$ cat src/hdl/frd_pkg.sv
// Shared types and constants for the filament runout detector.
// No dependencies; imported by every module of the block.
package frd_pkg;

	localparam int FRD_COUNT_WIDTH = 16;
	localparam int FRD_TIME_WIDTH  = 32;

	localparam int MODE_W   = 2;
	localparam int WIN_W    = 16;
	localparam int DIST_W   = 20;
	localparam int CFG_W    = 20;
	localparam int CFG_IDX_W = 2;
	localparam int POS_W    = 32;
	localparam int NOW_W    = 32;

	// detector modes (code 3 behaves as off)
	localparam logic [MODE_W-1:0] MODE_OFF   = 2'd0;
	localparam logic [MODE_W-1:0] MODE_LEVEL = 2'd1;
	localparam logic [MODE_W-1:0] MODE_SMART = 2'd2;

	// register indexes
	localparam logic [CFG_IDX_W-1:0] REG_DETECT_MODE = 2'd0;
	localparam logic [CFG_IDX_W-1:0] REG_INVERT      = 2'd1;
	localparam logic [CFG_IDX_W-1:0] REG_WINDOW      = 2'd2;
	localparam logic [CFG_IDX_W-1:0] REG_DISTANCE    = 2'd3;

	// reset values
	localparam logic [WIN_W-1:0]  WINDOW_RESET   = 16'd100;
	localparam logic [DIST_W-1:0] DISTANCE_RESET = 20'd7000;

	typedef struct packed {
		logic [MODE_W-1:0] mode;
		logic              invert_level;
		logic [WIN_W-1:0]  window_ms;
		logic [DIST_W-1:0] distance_um;
	} frd_cfg_t;

endpackage

$ cat src/hdl/frd_filter.sv
// Windowed majority filter for the raw sensor pin.
// Depends on frd_pkg for the configuration struct.
module frd_filter #(
	parameter int COUNT_WIDTH = frd_pkg::FRD_COUNT_WIDTH,
	parameter int TIME_WIDTH  = frd_pkg::FRD_TIME_WIDTH
) (
	input  logic                  clk,
	input  logic                  arst_n,
	input  logic                  en,
	input  logic [TIME_WIDTH-1:0] now,
	input  logic                  pin,
	input  frd_pkg::frd_cfg_t     cfg,
	output logic                  level_next
);
	import frd_pkg::*;

	logic                   level_q;
	logic [TIME_WIDTH-1:0]  wend_q;
	logic [COUNT_WIDTH-1:0] high_q;
	logic [COUNT_WIDTH-1:0] low_q;
	logic                   win_done;

	assign win_done   = now > wend_q;
	assign level_next = (en && win_done) ? (high_q > low_q) : level_q;

	// window bookkeeping; counts saturate at all ones
	always_ff @(posedge clk or negedge arst_n) begin
		if (!arst_n) begin
			level_q <= 1'b0;
			wend_q  <= '0;
			high_q  <= '0;
			low_q   <= '0;
		end else if (en) begin
			if (win_done) begin
				level_q <= high_q > low_q;
				wend_q  <= now + TIME_WIDTH'(cfg.window_ms);
				high_q  <= '0;
				low_q   <= '0;
			end else if (pin) begin
				if (high_q != '1) high_q <= high_q + 1'b1;
			end else begin
				if (low_q != '1) low_q <= low_q + 1'b1;
			end
		end
	end

endmodule

$ cat src/hdl/frd_smart.sv
// Encoder-disc watchdog: runout when the extruder travels the set distance
// without a filtered level toggle. Depends on frd_pkg.
module frd_smart (
	input  logic                            clk,
	input  logic                            arst_n,
	input  logic                            en,
	input  logic                            level,
	input  logic signed [frd_pkg::POS_W-1:0] pos,
	input  frd_pkg::frd_cfg_t               cfg,
	output logic                            runout
);
	import frd_pkg::*;

	logic signed [POS_W-1:0] ref_q;
	logic                    last_q;
	logic                    alive_q;
	logic signed [POS_W:0]   diff;
	logic        [POS_W:0]   mag;
	logic                    reached;
	logic                    alive_n;

	// exact distance from the reference point, one bit wider than position
	assign diff    = {pos[POS_W-1], pos} - {ref_q[POS_W-1], ref_q};
	assign mag     = diff[POS_W] ? -diff : diff;
	assign reached = mag >= (POS_W + 1)'(cfg.distance_um);
	assign alive_n = alive_q | (last_q != level);
	assign runout  = en && reached && !alive_n;

	// alive always clears once the distance is reached
	always_ff @(posedge clk or negedge arst_n) begin
		if (!arst_n) begin
			ref_q   <= '0;
			last_q  <= 1'b0;
			alive_q <= 1'b0;
		end else if (en) begin
			alive_q <= alive_n && !reached;
			if (reached) begin
				ref_q <= pos;
				if (alive_n) begin
					last_q <= level;
				end
			end
		end
	end

endmodule

$ cat src/hdl/filament_runout_detector.sv
// Filament runout detector top level: config registers, input and result
// stages. Depends on frd_pkg, frd_filter and frd_smart.
//
// Usage:
//   Each input beat is one sensor poll (now_ms, raw_pin, extrude_pos_um,
//   printing, paused) and yields exactly one result beat (runout_detected,
//   filtered_pin, print_runout_flag), in order.
//   An input beat is taken when in_valid is high and in_stall low; a result
//   beat leaves when out_valid is high and out_stall low.
//   An input beat goes through the input register, then through the filter
//   and watchdog into the result register. Throughput is one poll per cycle
//   while out_stall is low, set by the combinational filter and distance
//   compare that close the state loop.
//   While out_stall is high the result holds and one more beat can wait in
//   the input register; after that in_stall rises.
//   The user writes registers through cfg_wr_en/cfg_index/cfg_wr_data only
//   while the block is idle (unchecked). Reset clears all detector state and
//   loads mode off, non-inverted, 100 ms window and 7000 um runout distance.
module filament_runout_detector #(
	parameter int COUNT_WIDTH = frd_pkg::FRD_COUNT_WIDTH,
	parameter int TIME_WIDTH  = frd_pkg::FRD_TIME_WIDTH
) (
	input  logic                               clk,
	input  logic                               arst_n,
	input  logic                               cfg_wr_en,
	input  logic [frd_pkg::CFG_IDX_W-1:0]      cfg_index,
	input  logic [frd_pkg::CFG_W-1:0]          cfg_wr_data,
	input  logic                               in_valid,
	output logic                               in_stall,
	input  logic [frd_pkg::NOW_W-1:0]          now_ms,
	input  logic                               raw_pin,
	input  logic signed [frd_pkg::POS_W-1:0]   extrude_pos_um,
	input  logic                               printing,
	input  logic                               paused,
	output logic                               out_valid,
	input  logic                               out_stall,
	output logic                               runout_detected,
	output logic                               filtered_pin,
	output logic                               print_runout_flag
);
	import frd_pkg::*;

	frd_cfg_t cfg_q;

	logic                    valid_s1;
	logic [TIME_WIDTH-1:0]   now_s1;
	logic                    pin_s1;
	logic signed [POS_W-1:0] pos_s1;
	logic                    printing_s1;
	logic                    paused_s1;

	logic valid_s2;
	logic runout_s2;
	logic level_s2;
	logic print_s2;

	logic adv;
	logic step;
	logic filt_en;
	logic smart_en;
	logic level_next;
	logic smart_runout;
	logic runout;

	// configuration registers
	always_ff @(posedge clk or negedge arst_n) begin
		if (!arst_n) begin
			cfg_q.mode         <= MODE_OFF;
			cfg_q.invert_level <= 1'b0;
			cfg_q.window_ms    <= WINDOW_RESET;
			cfg_q.distance_um  <= DISTANCE_RESET;
		end else if (cfg_wr_en) begin
			case (cfg_index)
				REG_DETECT_MODE: cfg_q.mode         <= cfg_wr_data[MODE_W-1:0];
				REG_INVERT:      cfg_q.invert_level <= cfg_wr_data[0];
				REG_WINDOW:      cfg_q.window_ms    <= cfg_wr_data[WIN_W-1:0];
				REG_DISTANCE:    cfg_q.distance_um  <= cfg_wr_data[DIST_W-1:0];
				default: ;
			endcase
		end
	end

	// handshake: stage 1 moves on when the result register is free
	assign adv      = !valid_s2 || !out_stall;
	assign in_stall = valid_s1 && !adv;
	assign step     = valid_s1 && adv;
	assign filt_en  = step && (cfg_q.mode == MODE_LEVEL || cfg_q.mode == MODE_SMART);
	assign smart_en = step && (cfg_q.mode == MODE_SMART);

	// input register
	always_ff @(posedge clk or negedge arst_n) begin
		if (!arst_n) begin
			valid_s1 <= 1'b0;
		end else if (!in_stall) begin
			valid_s1 <= in_valid;
		end
	end

	always_ff @(posedge clk) begin
		if (!in_stall && in_valid) begin
			now_s1      <= now_ms[TIME_WIDTH-1:0];
			pin_s1      <= raw_pin;
			pos_s1      <= extrude_pos_um;
			printing_s1 <= printing;
			paused_s1   <= paused;
		end
	end

	frd_filter #(
		.COUNT_WIDTH(COUNT_WIDTH),
		.TIME_WIDTH (TIME_WIDTH)
	) u_filter (
		.clk       (clk),
		.arst_n    (arst_n),
		.en        (filt_en),
		.now       (now_s1),
		.pin       (pin_s1),
		.cfg       (cfg_q),
		.level_next(level_next)
	);

	frd_smart u_smart (
		.clk   (clk),
		.arst_n(arst_n),
		.en    (smart_en),
		.level (level_next),
		.pos   (pos_s1),
		.cfg   (cfg_q),
		.runout(smart_runout)
	);

	// runout decision per mode
	always_comb begin
		case (cfg_q.mode)
			MODE_LEVEL: runout = (level_next == cfg_q.invert_level);
			MODE_SMART: runout = smart_runout;
			default:    runout = 1'b0;
		endcase
	end

	// result register
	always_ff @(posedge clk or negedge arst_n) begin
		if (!arst_n) begin
			valid_s2 <= 1'b0;
		end else if (step) begin
			valid_s2 <= 1'b1;
		end else if (!out_stall) begin
			valid_s2 <= 1'b0;
		end
	end

	always_ff @(posedge clk) begin
		if (step) begin
			runout_s2 <= runout;
			level_s2  <= level_next;
			print_s2  <= runout && printing_s1 && !paused_s1;
		end
	end

	assign out_valid         = valid_s2;
	assign runout_detected   = runout_s2;
	assign filtered_pin      = level_s2;
	assign print_runout_flag = print_s2;

endmodule

$ cat config.mk
export PLATFORM = sky130hd
export DESIGN_NAME = filament_runout_detector
export DESIGN_NICKNAME = d
export VERILOG_FILES = /design/src/hdl/frd_pkg.sv /design/src/hdl/frd_filter.sv /design/src/hdl/frd_smart.sv /design/src/hdl/filament_runout_detector.sv
export SDC_FILE = /design/constraint.sdc
export NUM_CORES = 1
export LEC_CHECK = 0
export BUFFER_PORTS_ARGS = -buffer_cell sky130_fd_sc_hd__clkbuf_2
export CAP_MARGIN = 15
export CORE_MARGIN = 5
export CORE_UTILIZATION = 50
export CTS_BUF_LIST = sky130_fd_sc_hd__clkbuf_4
export CTS_CLUSTER_SIZE = 24
export DETAILED_ROUTE_END_ITERATION = 7
export GPL_ROUTABILITY_DRIVEN = 0
export PLACE_DENSITY = 0.72
export SKIP_CTS_REPAIR_TIMING = 1
export SLEW_MARGIN = 20
export SYNTH_ARGS = -nofsm -noshare
export SYNTH_HDL_FRONTEND = slang
export SYNTH_SLANG_ARGS = --single-unit
$ cat constraint.sdc
create_clock -name clk -period 6.5 [get_ports clk]
set_input_delay 0.65 -clock clk [delete_from_list [all_inputs] [get_ports clk]]
set_output_delay 0.65 -clock clk [all_outputs]
set_load 0.02 [all_outputs]
==> impl_metrics.env <==
export IMPL_rsz0062_at_grt="no"
export IMPL_clock_sinks=210
export IMPL_maxCapViolations=0
export IMPL_cp_slowest_stage_delay_ps=600
export IMPL_yosys_warnings=0
export IMPL_cp_startpoint="pos_s1[0]"
export IMPL_dr_pass1_iters=5
export IMPL_yosysTopAreaCellShare=0.238
export IMPL_drcViolationCount=0
export IMPL_overflow=0
export IMPL_grt_pass1_wl_um=50700
export IMPL_die_height_um=175
export IMPL_synthCells=1376
export IMPL_worst_slew_pin_transition_ps=1090
export IMPL_clk_pin_slew_ps=60
export IMPL_core_um2=27000
export IMPL_ys_ff_latch=210
export IMPL_syn_area_um2=13600
export IMPL_num_vias=10700
export IMPL_antenna_found_initial=1
export IMPL_final_cell_mix="dfrtp_1, nand2_1, ha_1"
export IMPL_cp_arrival_ps=6630
export IMPL_power_density_nw_per_um2=436
export IMPL_hold_class="in2async"
export IMPL_ys_flop_type="dfrtp_1"
export IMPL_seqPwrFrac=0.275
export IMPL_grt_max_degree=84
export IMPL_areaGrowthSynthToFinish_pct=12.1
export IMPL_critPathTopFamily="compound AO/OA/AOI/OAI gates"
export IMPL_grtUsageTotal=0.196
export IMPL_path_max_fanout=33
export IMPL_combPwrFrac=0.542
export IMPL_start_kind="flop"
export IMPL_fmax_mhz=165
export IMPL_placementRows=60
export IMPL_cp_num_buf_inv=2
export IMPL_antenna_left=0
export IMPL_cts_buffers_inserted=58
export IMPL_fin_skew_ps=54.9
export IMPL_port_buffers=98
export IMPL_endpoint_kind="flop"
export IMPL_swShare=0.418
export IMPL_synth_enable_flop_cells=70
export IMPL_syn_avg_cell_area_um2=9.92
export IMPL_async_reset_ff_frac=0.667
export IMPL_fill_cells=2335
export IMPL_reg2reg_depth=25
export IMPL_p_leak_nw=7.02
export IMPL_start_util=0.506
export IMPL_layout_commonest_cell="dfrtp_1"
export IMPL_drt_total_wl_um=30100
export IMPL_setup_viol=0
export IMPL_yosys_top_cells_area="dfrtp_1, edfxtp_1, ha_1"
export IMPL_switchingPower_mw=2.79
export IMPL_yosysTopAreaCell="dfrtp_1"
export IMPL_drive_above_1_share=0.199
export IMPL_ff_latch_area_um2=5620
export IMPL_vdd_drop_max_mv=0.223
export IMPL_status="finished, final reports clean"
export IMPL_num_nets_final=1728
export IMPL_fin_crit_ps=6070
export IMPL_cp_slowest_cell="or4_1"
export IMPL_cts_root_buffer="clkbuf_4"
export IMPL_clk_latency_ps=690
export IMPL_period_share=0.934
export IMPL_cts_buffer_depth=3
export IMPL_netlist_cell_type_count=80
export IMPL_grt_pass1_vias=10700
export IMPL_finalMaxSlewViolations=0
export IMPL_htreeDepth=2
export IMPL_dp_hpwl_um=22600
export IMPL_reg2reg_from="pos_s1[0]"
export IMPL_wl_per_cell_um=15.8
export IMPL_crit_required_ps=7050
export IMPL_ys_seq_area_frac=0.412
export IMPL_die_w_um=175
export IMPL_setup_tns_ps=0
export IMPL_power_frac_clock=0.183
export IMPL_whs_ps=18.4
export IMPL_first_iter_violations=672
export IMPL_dieArea_um2=30700
export IMPL_internal_power_mw=3.88
export IMPL_cts_tree="built"
export IMPL_hold_viol=0
export IMPL_maxSlewHeadroom=0.268
export IMPL_viasPerCell=5.61
export IMPL_synth_fp_nets=1593
export IMPL_cp_depth=25
export IMPL_multi_input_area_um2=7450
export IMPL_path_class="reg2reg"
export IMPL_ioPinCount=99
cell families after synthesis:
kind of cell / count (synthesis) / share of synthesized area
xor gates and xnor gates: 92 / 0.0591
AOI/OAI and AO/OA: 304 / 0.149
muxes: 76 / 0.0701
and+or+nand+nor: 421 / 0.153
adders and majority gates: 123 / 0.114
buffers and inverters: 150 / 0.0437
DFF: 210 / 0.412
worst paths after layout:
| check | endpoint | slack, ps |
|---|---|---|
| setup / recovery | u_smart.ref_q[0] | 430 |
| hold / removal | u_filter.wend_q[17] | 20 |
| setup reg to reg | u_smart.ref_q[0] | 430 |
| hold reg to reg | u_filter.wend_q[0] | 480 |
| max in group asynchronous | u_smart.ref_q[20] | 5190 |
| min in group clk | now_s1[14] | 130 |
power groups by stage:
| stage | Clock (mW) | Combinational [mW] | Sequential (mW) |
|---|---|---|---|
| 2_1_floorplan | 0 | 2.81 | 1.81 |
| 3_5_place_dp | 0 | 3.57 | 1.86 |
| 4_1_cts | 1.27 | 3.60 | 1.84 |
| 5_1_grt | 1.34 | 4.07 | 1.87 |
| 6_report | 1.22 | 3.62 | 1.84 |
| 3_3_place_gp | 0 | 3.47 | 1.85 |
cells in the mapped netlist, drive strengths merged (15+ instances only):
library cell and number:
and2 15, dfrtp 130, ha 121, xnor2 58, nand2 122, o21a 22, xor2 34, nor3 31
a21oi 56, mux2 70, nand4 31, o21ai 86, nand3 35, inv 117, and3 29, nor2 87
a211oi 15, clkbuf 28, edfxtp 70, a21o 34
registers in the layout, summed over array words and instances, names as in the netlist, 16 cells and up:
signal / flops
now_s1: 32
u_filter.low_q: 16
u_smart.ref_q: 32
u_filter.high_q: 16
u_filter.wend_q: 32
pos_s1: 32
cfg_q: 39
through the flow:
stage	util	power (mW)	instance area [µm²]	instances	setup slack, ps
2_1_floorplan	-	4.62	13600	1376	814
3_3_place_gp	0.538	5.32	14500	1792	453
3_5_place_dp	0.538	5.43	14500	1792	313
4_1_cts	0.567	6.71	15300	1901	260
5_1_grt	0.567	7.29	15300	1902	11.7
6_report	0.567	6.67	15300	1902	428
layer usage:
metal | global-route usage | share of wire | vias to the layer above | routed length, µm
met2 | 0.346 | 0.49 | 271 | 14900
met1 | 0.242 | 0.43 | 5051 | 12900
met4 | 0.0687 | 0.029 | 0 | 887
li1 | - | - | 5287 | -
met5 | 0 | 0 | - | 0
met3 | 0.0348 | 0.047 | 66 | 1430
final cells by class:
type | instances | share of cell area
Multi-Input combinational cell | 1016 | 0.487
Sequential cell | 210 | 0.367
Clock buffer | 94 | 0.0462
Timing Repair Buffer | 108 | 0.0382
Inverter | 117 | 0.0287
Tap cell | 341 | 0.0279
Clock inverter | 15 | 0.00425
Antenna cell | 1 | 0.000164
(Power assumes the default switching activity.)
